==> src/detection_hit_count_tracker_core_macros.svh <==
// assertion macros for the detection hit-count tracker
// users need clk and rst_n in scope; no other dependencies
`ifndef DETECTION_HIT_COUNT_TRACKER_CORE_MACROS_SVH
`define DETECTION_HIT_COUNT_TRACKER_CORE_MACROS_SVH

// same-cycle implication, checked out of reset
`define DHCT_ASSERT_NOW(lbl, ante, cons, msg) \
  lbl: assert property (@(posedge clk) disable iff (!rst_n) (ante) |-> (cons)) \
    else $error(msg);

// next-cycle implication, checked out of reset
`define DHCT_ASSERT_NEXT(lbl, ante, cons, msg) \
  lbl: assert property (@(posedge clk) disable iff (!rst_n) (ante) |=> (cons)) \
    else $error(msg);

`endif

==> src/dhct_pkg.sv <==
// shared constants, types and state encoding for the hit-count tracker
// no dependencies
package dhct_pkg;

  localparam int MAX_POINTS = 16;
  localparam int COORD_BITS = 12;
  localparam int CNT_W      = 3;
  localparam int TOT_W      = $clog2(MAX_POINTS + 1);
  localparam int SQ_W       = 2 * COORD_BITS;
  localparam int RADIUS_W   = 12;
  localparam int PERIOD_W   = 8;
  localparam int FRAME_W    = 8;
  localparam int ADDR_W     = 3;
  localparam int REG_IDX_W  = 1;
  localparam int DATA_W     = 32;

  localparam logic [CNT_W-1:0] HIT_LIMIT = 3'd6;
  localparam logic [CNT_W-1:0] CNT_ONE   = 3'd1;

  localparam logic [RADIUS_W-1:0] RADIUS_RST = 12'd32;
  localparam logic [PERIOD_W-1:0] PERIOD_RST = 8'd6;

  localparam logic [REG_IDX_W-1:0] REG_MATCH_RADIUS = 1'd0;
  localparam logic [REG_IDX_W-1:0] REG_DECAY_PERIOD = 1'd1;

  localparam logic MODE_POINT     = 1'b0;
  localparam logic MODE_FRAME_END = 1'b1;

  typedef struct packed {
    logic [COORD_BITS-1:0] x;
    logic [COORD_BITS-1:0] y;
    logic [CNT_W-1:0]      cnt;
  } entry_t;

  // search request walking along the row of cells
  typedef struct packed {
    logic                  vld;
    logic [COORD_BITS-1:0] px;
    logic [COORD_BITS-1:0] py;
    logic                  matched;
    logic                  appended;
    logic [CNT_W-1:0]      top;
    logic [COORD_BITS-1:0] bx;
    logic [COORD_BITS-1:0] by;
  } wave_t;

  typedef struct packed {
    logic dec;
    logic shift;
  } cell_cmd_t;

  typedef enum logic [2:0] {
    ST_IDLE,
    ST_SQUARE,
    ST_LAUNCH,
    ST_SEARCH,
    ST_DECAY,
    ST_COMPACT,
    ST_FINISH
  } state_t;

endpackage

==> src/dhct_cell.sv <==
// one list slot of the tracker: holds a point and its hit count, matches the passing search
// request, decrements the count on decay and shifts left during compaction; uses dhct_pkg
module dhct_cell (
  input  logic                        clk,
  input  logic                        rst_n,
  input  dhct_pkg::wave_t             wave_i,
  output dhct_pkg::wave_t             wave_o,
  input  logic                        occ_i,
  input  logic                        app_i,
  input  logic [dhct_pkg::SQ_W-1:0]   limit_i,
  input  dhct_pkg::cell_cmd_t         cmd_i,
  input  logic                        hole_i,
  output logic                        hole_o,
  input  dhct_pkg::entry_t            next_i,
  output dhct_pkg::entry_t            ent_o
);

  dhct_pkg::entry_t                  ent_r, ent_nxt;
  dhct_pkg::wave_t                   wave_r, wave_nxt;
  logic [dhct_pkg::COORD_BITS-1:0]   dx, dy;
  logic [dhct_pkg::SQ_W-1:0]         dx2, dy2;
  logic [dhct_pkg::SQ_W:0]           dsq;
  logic                              hit, put, hole_here;
  logic [dhct_pkg::CNT_W-1:0]        cnt_upd;

  always_comb begin
    dx  = (wave_i.px > ent_r.x) ? wave_i.px - ent_r.x : ent_r.x - wave_i.px;
    dy  = (wave_i.py > ent_r.y) ? wave_i.py - ent_r.y : ent_r.y - wave_i.py;
    dx2 = dhct_pkg::SQ_W'(dx) * dhct_pkg::SQ_W'(dx);
    dy2 = dhct_pkg::SQ_W'(dy) * dhct_pkg::SQ_W'(dy);
    dsq = {1'b0, dx2} + {1'b0, dy2};
  end

  assign hit = wave_i.vld && occ_i && !wave_i.matched && (dsq <= {1'b0, limit_i});
  // first free slot takes an unmatched point
  assign put = wave_i.vld && app_i && !wave_i.matched;
  assign hole_here = hole_i || (occ_i && (ent_r.cnt == '0));
  assign hole_o = hole_here;

  always_comb begin
    if (hit) begin
      cnt_upd = (ent_r.cnt < dhct_pkg::HIT_LIMIT) ?
                ent_r.cnt + dhct_pkg::CNT_W'(1) : ent_r.cnt;
    end else if (put) begin
      cnt_upd = dhct_pkg::CNT_ONE;
    end else begin
      cnt_upd = ent_r.cnt;
    end
  end

  always_comb begin
    ent_nxt = ent_r;
    if (hit || put) begin
      ent_nxt.x   = wave_i.px;
      ent_nxt.y   = wave_i.py;
      ent_nxt.cnt = cnt_upd;
    end else if (cmd_i.dec && occ_i) begin
      ent_nxt.cnt = ent_r.cnt - dhct_pkg::CNT_W'(1);
    end else if (cmd_i.shift && hole_here) begin
      ent_nxt = next_i;
    end
  end

  always_comb begin
    wave_nxt          = wave_i;
    wave_nxt.matched  = wave_i.matched | hit | put;
    wave_nxt.appended = wave_i.appended | put;
    // strict compare keeps the earliest slot on a tie
    if ((occ_i || put) && (cnt_upd > wave_i.top)) begin
      wave_nxt.top = cnt_upd;
      wave_nxt.bx  = (hit || put) ? wave_i.px : ent_r.x;
      wave_nxt.by  = (hit || put) ? wave_i.py : ent_r.y;
    end
  end

  always_ff @(posedge clk) begin
    ent_r <= ent_nxt;
  end

  always_ff @(posedge clk) begin
    if (!rst_n) begin
      wave_r.vld <= 1'b0;
    end else begin
      wave_r <= wave_nxt;
    end
  end

  assign wave_o = wave_r;
  assign ent_o  = ent_r;

endmodule

==> config.mk <==
export PLATFORM = sky130hd
export DESIGN_NAME = dhct_cell
export DESIGN_NICKNAME = d
export VERILOG_FILES = /design/src/detection_hit_count_tracker_core_macros.svh /design/src/dhct_pkg.sv /design/src/dhct_cell.sv
export SDC_FILE = /design/constraint.sdc
export NUM_CORES = 1
export LEC_CHECK = 0
export BUFFER_PORTS_ARGS = -buffer_cell sky130_fd_sc_hd__clkbuf_2
export CELL_PAD_IN_SITES_DETAIL_PLACEMENT = 1
export CELL_PAD_IN_SITES_GLOBAL_PLACEMENT = 1
export CORE_UTILIZATION = 50
export CTS_BUF_LIST = sky130_fd_sc_hd__clkbuf_16
export CTS_CLUSTER_SIZE = 30
export DETAILED_ROUTE_END_ITERATION = 10
export PLACE_DENSITY_LB_ADDON = 0.1
export SYNTH_ARGS = -nofsm -noshare
export SYNTH_HDL_FRONTEND = slang
export SYNTH_SLANG_ARGS = --single-unit
export TNS_END_PERCENT = 50
==> constraint.sdc <==
create_clock -name clk -period 34.2 [get_ports clk]
set_input_delay 8.55 -clock clk [delete_from_list [all_inputs] [get_ports clk]]
set_output_delay 8.55 -clock clk [all_outputs]
set_load 0.01 [all_outputs]
==> summary.txt, run 1 <==
Floorplan
  – Die ar.: 0.02920 mm2
  – Core ar.: 0.02793 mm2
  – Die width: 170.9 um
  – Io pins: 194
  – Die Height: 170.9 um
  – Initial Util: 0.5105
  – FP Rows: 61

Clock network
  – Clock Tree Buf Depth: 2
  – Clock slew at reported path FFs: 60 ps
  – Clock latency at the later pin of the worst-skew pair: 350 ps
  – CTS Hold Buffers Added: 0
  – CTS resizes: 0
  – CTS H-tree lvls: 3
  – Clock Sinks: 81
  – TritonCTS Buffers: 9
  – Post-CTS Setup Inserts: 0
  – CTS tree: built
  – Root Driver: clkbuf_16

Hold path
  – Hold_sp: ent_o[0]
  – WHS Endpoint: ent_o[0]
  – Hold crit path type: reg2reg
  – Hold depth: 1

Setup path
  – Slowest cell delay on critical path: 1090 ps
  – RR Startpoint: ent_o[3]
  – Reg-to-reg setup timing slack: 19350 ps
  – Critical R2R Capture: wave_o[0]
  – Setup CP Type: in2reg
  – Crit path DAT: 22770 ps
  – Worst reg2reg path depth: 45
  – Slowest-stage cell, CP: xor2_1
  – Crit end category: flip-flop
  – Crit-path max FO: 53
  – Startpoint types: input pin
  – CP required: 34270 ps
  – Worst path most repeated cell: fa_1

Layout
  – N_diodes: 0
  – Fill cell count: 3363
  – Most frequent cells in the layout: inv_1, fa_1, clkbuf_2
  – Commonest non-fill, non-tap cell in the layout: inv_1
  – Layout cells sized above 1: 0.1583
  – Nets: 2217
  – Multi-input logic area: 0.01024 mm2
  – Reg area: 0.002422 mm2
  – P&R area growth vs syn: 11.84%

Synthesis
  – Mean Syn Cell Area: 9.272 um2
  – Area contributors post-synth: fa_1, edfxtp_1, ha_1
  – Synth Warn #: 0
  – Ys flop type: edfxtp_1
  – Post-synth EDFFs: 80
  – Yosys top cell by area: fa_1
  – Synthesized net count: 2034
  – Sequential share of the synthesized area: 0.1699
  – Seq cells post-synth: 81
  – Gate Count Post-Synth: 1538
  – Post-synth ARST share: 0
  – Yosys top cell area share: 0.2850
  – Post-synthesis instance area: 0.01426 mm2
  – Netlist cell types: 74

GRT
  – First-pass GRT wire length: 64410 um
  – Largest net degree at the start of global routing: 55
  – GRT Total Usage: 0.2871
  – Antenna violations before repair: 0
  – Vias in the first global route: 12814
  – Grt total ovfl: 0

Placement
  – Port Buffers: 193
  – Dpl hpwl: 33950 um
  – Routability cong.: 0.9070

Flow run
  – Max cap viols: 0

STA
  – Worst-Margin Slew: 1391 ps
  – Post-route minimum period: 22700 ps
  – RSZ-0062 raised after global routing: false
  – Setup tns final: 0 ps
  – Slew HR: 0.06932
  – Clock Skews: 4.828 ps
  – Setup violators final: 0
  – Fmax: 0.04405 GHz
  – Period utilization: 0.6638
  – Fin. max-slew vios: 0
  – Final hold vios: 0

Route
  – DRT Pass-1 Iters: 5
  – Via density: 5.364
  – Antenna-violating nets left: 0
  – DR vias: 11280
  – Initial DRC Count: 432
  – Routed wire length: 39760 um
  – DRC Markers: 0
  – WL/cell: 18.91 um

Run status
  – Outcome: finished, final reports clean
-- registers in the layout, summed over array words and instances (netlist names) --
signal and cells:
wave_o 54, ent_o 27
-- logic make-up (layout without fill, tap and decap cells) --
| logic type | after synthesis | in the layout | share of synthesized area |
|---|---|---|---|
| buffers and inverters | 419 | 606 | 0.1139 |
| AOI/OAI and AO/OA | 271 | 271 | 0.1192 |
| and+or+nand+nor | 312 | 312 | 0.1037 |
| xor gates and xnor gates | 47 | 47 | 0.03229 |
| DFF | 81 | 81 | 0.1699 |
| adders and majority gates | 384 | 384 | 0.4438 |
| muxes | 24 | 24 | 0.01728 |
-- layout make-up --
| type | instances | share of cell area |
|---|---|---|
| tap | 378 | 0.02966 |
| sequential | 81 | 0.1519 |
| clock inverter | 6 | 0.003844 |
| inverter | 383 | 0.09054 |
| clock buffer | 9 | 0.01412 |
| timing repair buffer | 208 | 0.06763 |
| multi-input combinational | 1038 | 0.6423 |
-- worst max path at each step --
| stage | start | end |
|---|---|---|
| floorplan | wave_i[43] | wave_o[24] |
| finish | wave_i[29] | wave_o[0] |
| detailed placement | wave_i[29] | wave_o[0] |
| CTS | wave_i[29] | wave_o[0] |
| global placement | wave_i[29] | wave_o[11] |
| global route | wave_i[29] | wave_o[0] |
-- synth_stat cells, drive strengths merged (11+ instances only) --
| master | n |
|---|---|
| mux2i | 19 |
| nand2 | 85 |
| ha | 181 |
| nor3 | 15 |
| nand4 | 16 |
| xnor2 | 28 |
| fa | 203 |
| a21o | 44 |
| nor2 | 117 |
| xor2 | 19 |
| o21ai | 41 |
| nand2b | 25 |
| clkbuf | 22 |
| inv | 381 |
| edfxtp | 80 |
| a21oi | 119 |
| buf | 14 |
| a211oi | 11 |
| and2 | 11 |
-- metal layers --
metal  up-vias  track usage  wire, um
met3        80      0.03238      1418
li1       5256            -         -
met1      5690       0.3443     16220
met5         -            0         0
met4         0       0.1165      1474
met2       254       0.5219     20650
-- worst max-delay path, delay by kind of cell --
kind / cells / cell delay [ps]
adder cells (fa/ha/maj): 11 / 5150
AO/OA/AOI/OAI: 17 / 3530
AND/OR/NAND/NOR: 7 / 2200
buffers and inverters: 9 / 1740
XOR/XNOR: 2 / 1180
multiplexers: 1 / 290
-- stage by stage --
stage | utilization | instances | area [um2] | hold WS, ps | worst slack, ps
after floorplan | - | 1538 | 14260 | 705.9 | 14180
after global placement | 0.5606 | 2088 | 15660 | 668.4 | 11710
after detailed placement | 0.5606 | 2088 | 15660 | 695.0 | 11340
after CTS | 0.5709 | 2103 | 15950 | 704.9 | 11620
after global routing | 0.5709 | 2103 | 15950 | 737.3 | 10630
final | 0.5709 | 2103 | 15950 | 705.7 | 11500
Power of run 1 is left out: the tool's default activity adds up to more than one toggle a clock period on the data nets, which glitch-free logic cannot reach.
==> inputs of run 2 (changes only) <==
--- a/config.mk
+++ b/config.mk
@@ -5,10 +5,11 @@
 export SDC_FILE = /design/constraint.sdc
 export NUM_CORES = 1
 export LEC_CHECK = 0
+export ABC_AREA = 1
 export BUFFER_PORTS_ARGS = -buffer_cell sky130_fd_sc_hd__clkbuf_2
 export CELL_PAD_IN_SITES_DETAIL_PLACEMENT = 1
 export CELL_PAD_IN_SITES_GLOBAL_PLACEMENT = 1
-export CORE_UTILIZATION = 50
+export CORE_UTILIZATION = 45
 export CTS_BUF_LIST = sky130_fd_sc_hd__clkbuf_16
 export CTS_CLUSTER_SIZE = 30
 export DETAILED_ROUTE_END_ITERATION = 10
==> constraint.sdc (replaced) <==
create_clock -name clk -period 22.4 [get_ports clk]
set_input_delay 5.6 -clock clk [delete_from_list [all_inputs] [get_ports clk]]
set_output_delay 5.6 -clock clk [all_outputs]
set_load 0.01 [all_outputs]
==> run 2 against run 1 <==
Against the previous run: first-iteration DRC count shrank 6.9%; worst setup slack worse by 6500 ps; critical path depth rose by 12; synthesized cell count increased by 16%; clock skew grew 3.2 ps; worst hold slack improved by 49 ps; non-clock buffer count shrank 9; core utilization down 5.7 points; area after synthesis grew 2.5%; critical path type unchanged; critical endpoint is now wave_o[25]; largest cell class unchanged.
==> summary.txt, run 2 <==
Run status
  – Outcome: finished, final reports clean (unchanged)

Synthesis
  – Top cells by count, synth: inv_1, nand2_1, fa_1, ha_1, nor2_1 (was inv_1, fa_1, ha_1, a21oi_1, nor2_1)
  – Synthesized net count: 2285 (was 2034)
  – Mean Syn Cell Area: 8.172 um2 (was 9.272 um2)
  – Seq cells post-synth: 81 (unchanged)
  – Count leader, synth: inv_1 (unchanged)
  – Sequential share of the synthesized area: 0.1657 (was 0.1699)
  – Ys flop type: edfxtp_1 (unchanged)
  – Yosys top cell area share: 0.2780 (was 0.2850)
  – Gate Count Post-Synth: 1789 (was 1538)
  – Area contributors post-synth: fa_1, edfxtp_1, ha_1 (unchanged)
  – Yosys top cell by area: fa_1 (unchanged)
  – Synth Warn #: 0 (unchanged)
  – Post-synthesis instance area: 0.01462 mm2 (was 0.01426 mm2)
  – Post-synth ARST share: 0 (unchanged)
  – Netlist cell types: 46 (was 74)
  – Post-synth EDFFs: 80 (unchanged)

GRT
  – First-pass GRT wire length: 68250 um (was 64410 um)
  – Grt total ovfl: 0 (unchanged)
  – Largest net degree at the start of global routing: 55 (unchanged)
  – Antenna violations before repair: 0 (unchanged)
  – GRT Total Usage: 0.2633 (was 0.2871)
  – Vias in the first global route: 13619 (was 12814)

Layout
  – P&R area growth vs syn: 11.72% (was 11.84%)
  – Nets: 2464 (was 2217)
  – Max reg flops: 54 (unchanged)
  – Commonest non-fill, non-tap cell in the layout: inv_1 (unchanged)
  – Most frequent cells in the layout: inv_1, nand2_1, fa_1 (was inv_1, fa_1, clkbuf_2)
  – N_diodes: 0 (unchanged)
  – Fill cell count: 3980 (was 3363)
  – Layout cells sized above 1: 0.1303 (was 0.1583)

Clock network
  – Post-CTS Setup Inserts: 0 (unchanged)
  – Clock latency at the later pin of the worst-skew pair: 350 ps (about the same)
  – Root Driver: clkbuf_16 (unchanged)
  – CTS Hold Buffers Added: 0 (unchanged)
  – CTS resizes: 0 (unchanged)
  – TritonCTS Buffers: 9 (unchanged)
  – Clock Sinks: 81 (unchanged)
  – Clock Tree Buf Depth: 2 (unchanged)
  – CTS tree: built (unchanged)
  – Clock slew at reported path FFs: 60 ps (about the same)
  – CTS H-tree lvls: 3 (unchanged)

Route
  – Via density: 5.007 (was 5.364)
  – Antenna-violating nets left: 0 (unchanged)
  – DRC Markers: 0 (unchanged)
  – WL/cell: 17.45 um (was 18.91 um)
  – DR vias: 12056 (was 11280)
  – Initial DRC Count: 402 (was 432)
  – DRT Pass-1 Iters: 4 (was 5)
  – Routed wire length: 42020 um (was 39760 um)

Setup path
  – Crit path DAT: 17470 ps (was 22770 ps)
  – Crit-path max FO: 30 (was 53)
  – Startpoint types: input pin (unchanged)
  – CP required: 22480 ps (was 34270 ps)
  – Worst reg2reg path depth: 57 (was 45)
  – RR Startpoint: ent_o[15] (was ent_o[3])
  – Reg-to-reg setup timing slack: 9990 ps (was 19350 ps)
  – Slowest-stage cell, CP: clkinv_1 (was xor2_1)
  – Crit end category: flip-flop (unchanged)
  – Setup CP Type: in2reg (unchanged)
  – Worst path most repeated cell: nand2_1 (was fa_1)
  – Critical R2R Capture: wave_o[25] (was wave_o[0])
  – Slowest cell delay on critical path: 620 ps (was 1090 ps)

Placement
  – Port Buffers: 193 (unchanged)
  – Dpl hpwl: 36700 um (was 33950 um)
  – Routability cong.: 0.8814 (was 0.9070)

Hold path
  – WHS Endpoint: wave_o[6] (was ent_o[0])
  – Hold_sp: ent_o[9] (was ent_o[0])
  – Hold crit path type: reg2reg (unchanged)
  – Hold depth: 4 (was 1)

Floorplan
  – Io pins: 194 (unchanged)
  – FP Rows: 65 (was 61)
  – Die Height: 182.3 um (was 170.9 um)
  – Die width: 182.3 um (was 170.9 um)
  – Initial Util: 0.4598 (was 0.5105)
  – Die ar.: 0.03322 mm2 (was 0.02920 mm2)
  – Core ar.: 0.03180 mm2 (was 0.02793 mm2)

STA
  – Clock Skews: 7.980 ps (was 4.828 ps)
  – Setup violators final: 0 (unchanged)
  – Post-route minimum period: 17400 ps
  – Fmax: 0.05749 GHz
  – Fin. max-slew vios: 0 (unchanged)
  – Final hold vios: 0 (unchanged)
  – Setup tns final: 0 ps (unchanged)
  – Slew HR: 0.2167 (was 0.06932)
  – Worst-Margin Slew: 1171 ps (was 1391 ps)
  – RSZ-0062 raised after global routing: false (unchanged)
  – Period utilization: 0.7766

Flow run
  – Max cap viols: 0 (unchanged)
[run 2: critical path: cells and delay by family]
kind                     cells  cell delay [ps]
AO/OA/AOI/OAI               16             2690
adder cells (fa/ha/maj)     12             5180
XOR/XNOR                     1              170
buffers and inverters       12             1860
AND/OR/NAND/NOR             18             1990
[run 2: through the flow]
step / utilization / setup slack (ps) / cell area [um2] / hold WS (ps) / std cells
2_1_floorplan: - / 6838 / 14620 / 716.2 / 1789
4_1_cts: 0.5136 / 4951 / 16330 / 758.3 / 2408
3_3_place_gp: 0.5039 / 4931 / 16020 / 720.4 / 2392
5_1_grt: 0.5136 / 3904 / 16330 / 806.1 / 2408
6_report: 0.5136 / 5004 / 16330 / 754.5 / 2408
3_5_place_dp: 0.5039 / 4609 / 16020 / 740.2 / 2392
[run 2: worst max path at each step]
stage	from	cells after the start	slack (ps)	to
floorplan	wave_i[41]	60	6840	wave_o[10]
global placement	wave_i[41]	59	4930	wave_o[25]
detailed placement	wave_i[41]	59	4610	wave_o[25]
CTS	wave_i[41]	59	4950	wave_o[25]
global route	wave_i[41]	59	3900	wave_o[25]
finish	wave_i[41]	59	5000	wave_o[25]
[run 2: cells by family (layout without fill, tap and decap cells)]
family | count (synthesis) | count (layout) | share of synthesized area
and+or+nand+nor | 616 | 616 | 0.1705
buffers and inverters | 483 | 667 | 0.1269
adders and majority gates | 384 | 384 | 0.4329
AOI/OAI and AO/OA | 168 | 168 | 0.06684
DFF | 81 | 81 | 0.1657
xor gates and xnor gates | 57 | 57 | 0.03723
[run 2: final cells by class]
type                       count  area (um2)  share of cell area
clock buffer                   9       225.2             0.01379
clock inverter                 7       85.08            0.005209
inverter                     452        1699              0.1040
multi-input combinational   1225       10350              0.6334
sequential                    81        2422              0.1483
tap                          435       544.3             0.03332
timing repair buffer         199        1011             0.06190
[run 2: per-layer routing]
metal  up-vias  track usage  share of wire
met3        71      0.03632          0.041
li1       5782            -              -
met1      5938       0.3167           0.42
met4         0      0.09311          0.031
met5         -            0              0
met2       265       0.4788           0.51
Power of run 2 is left out for the same reason.
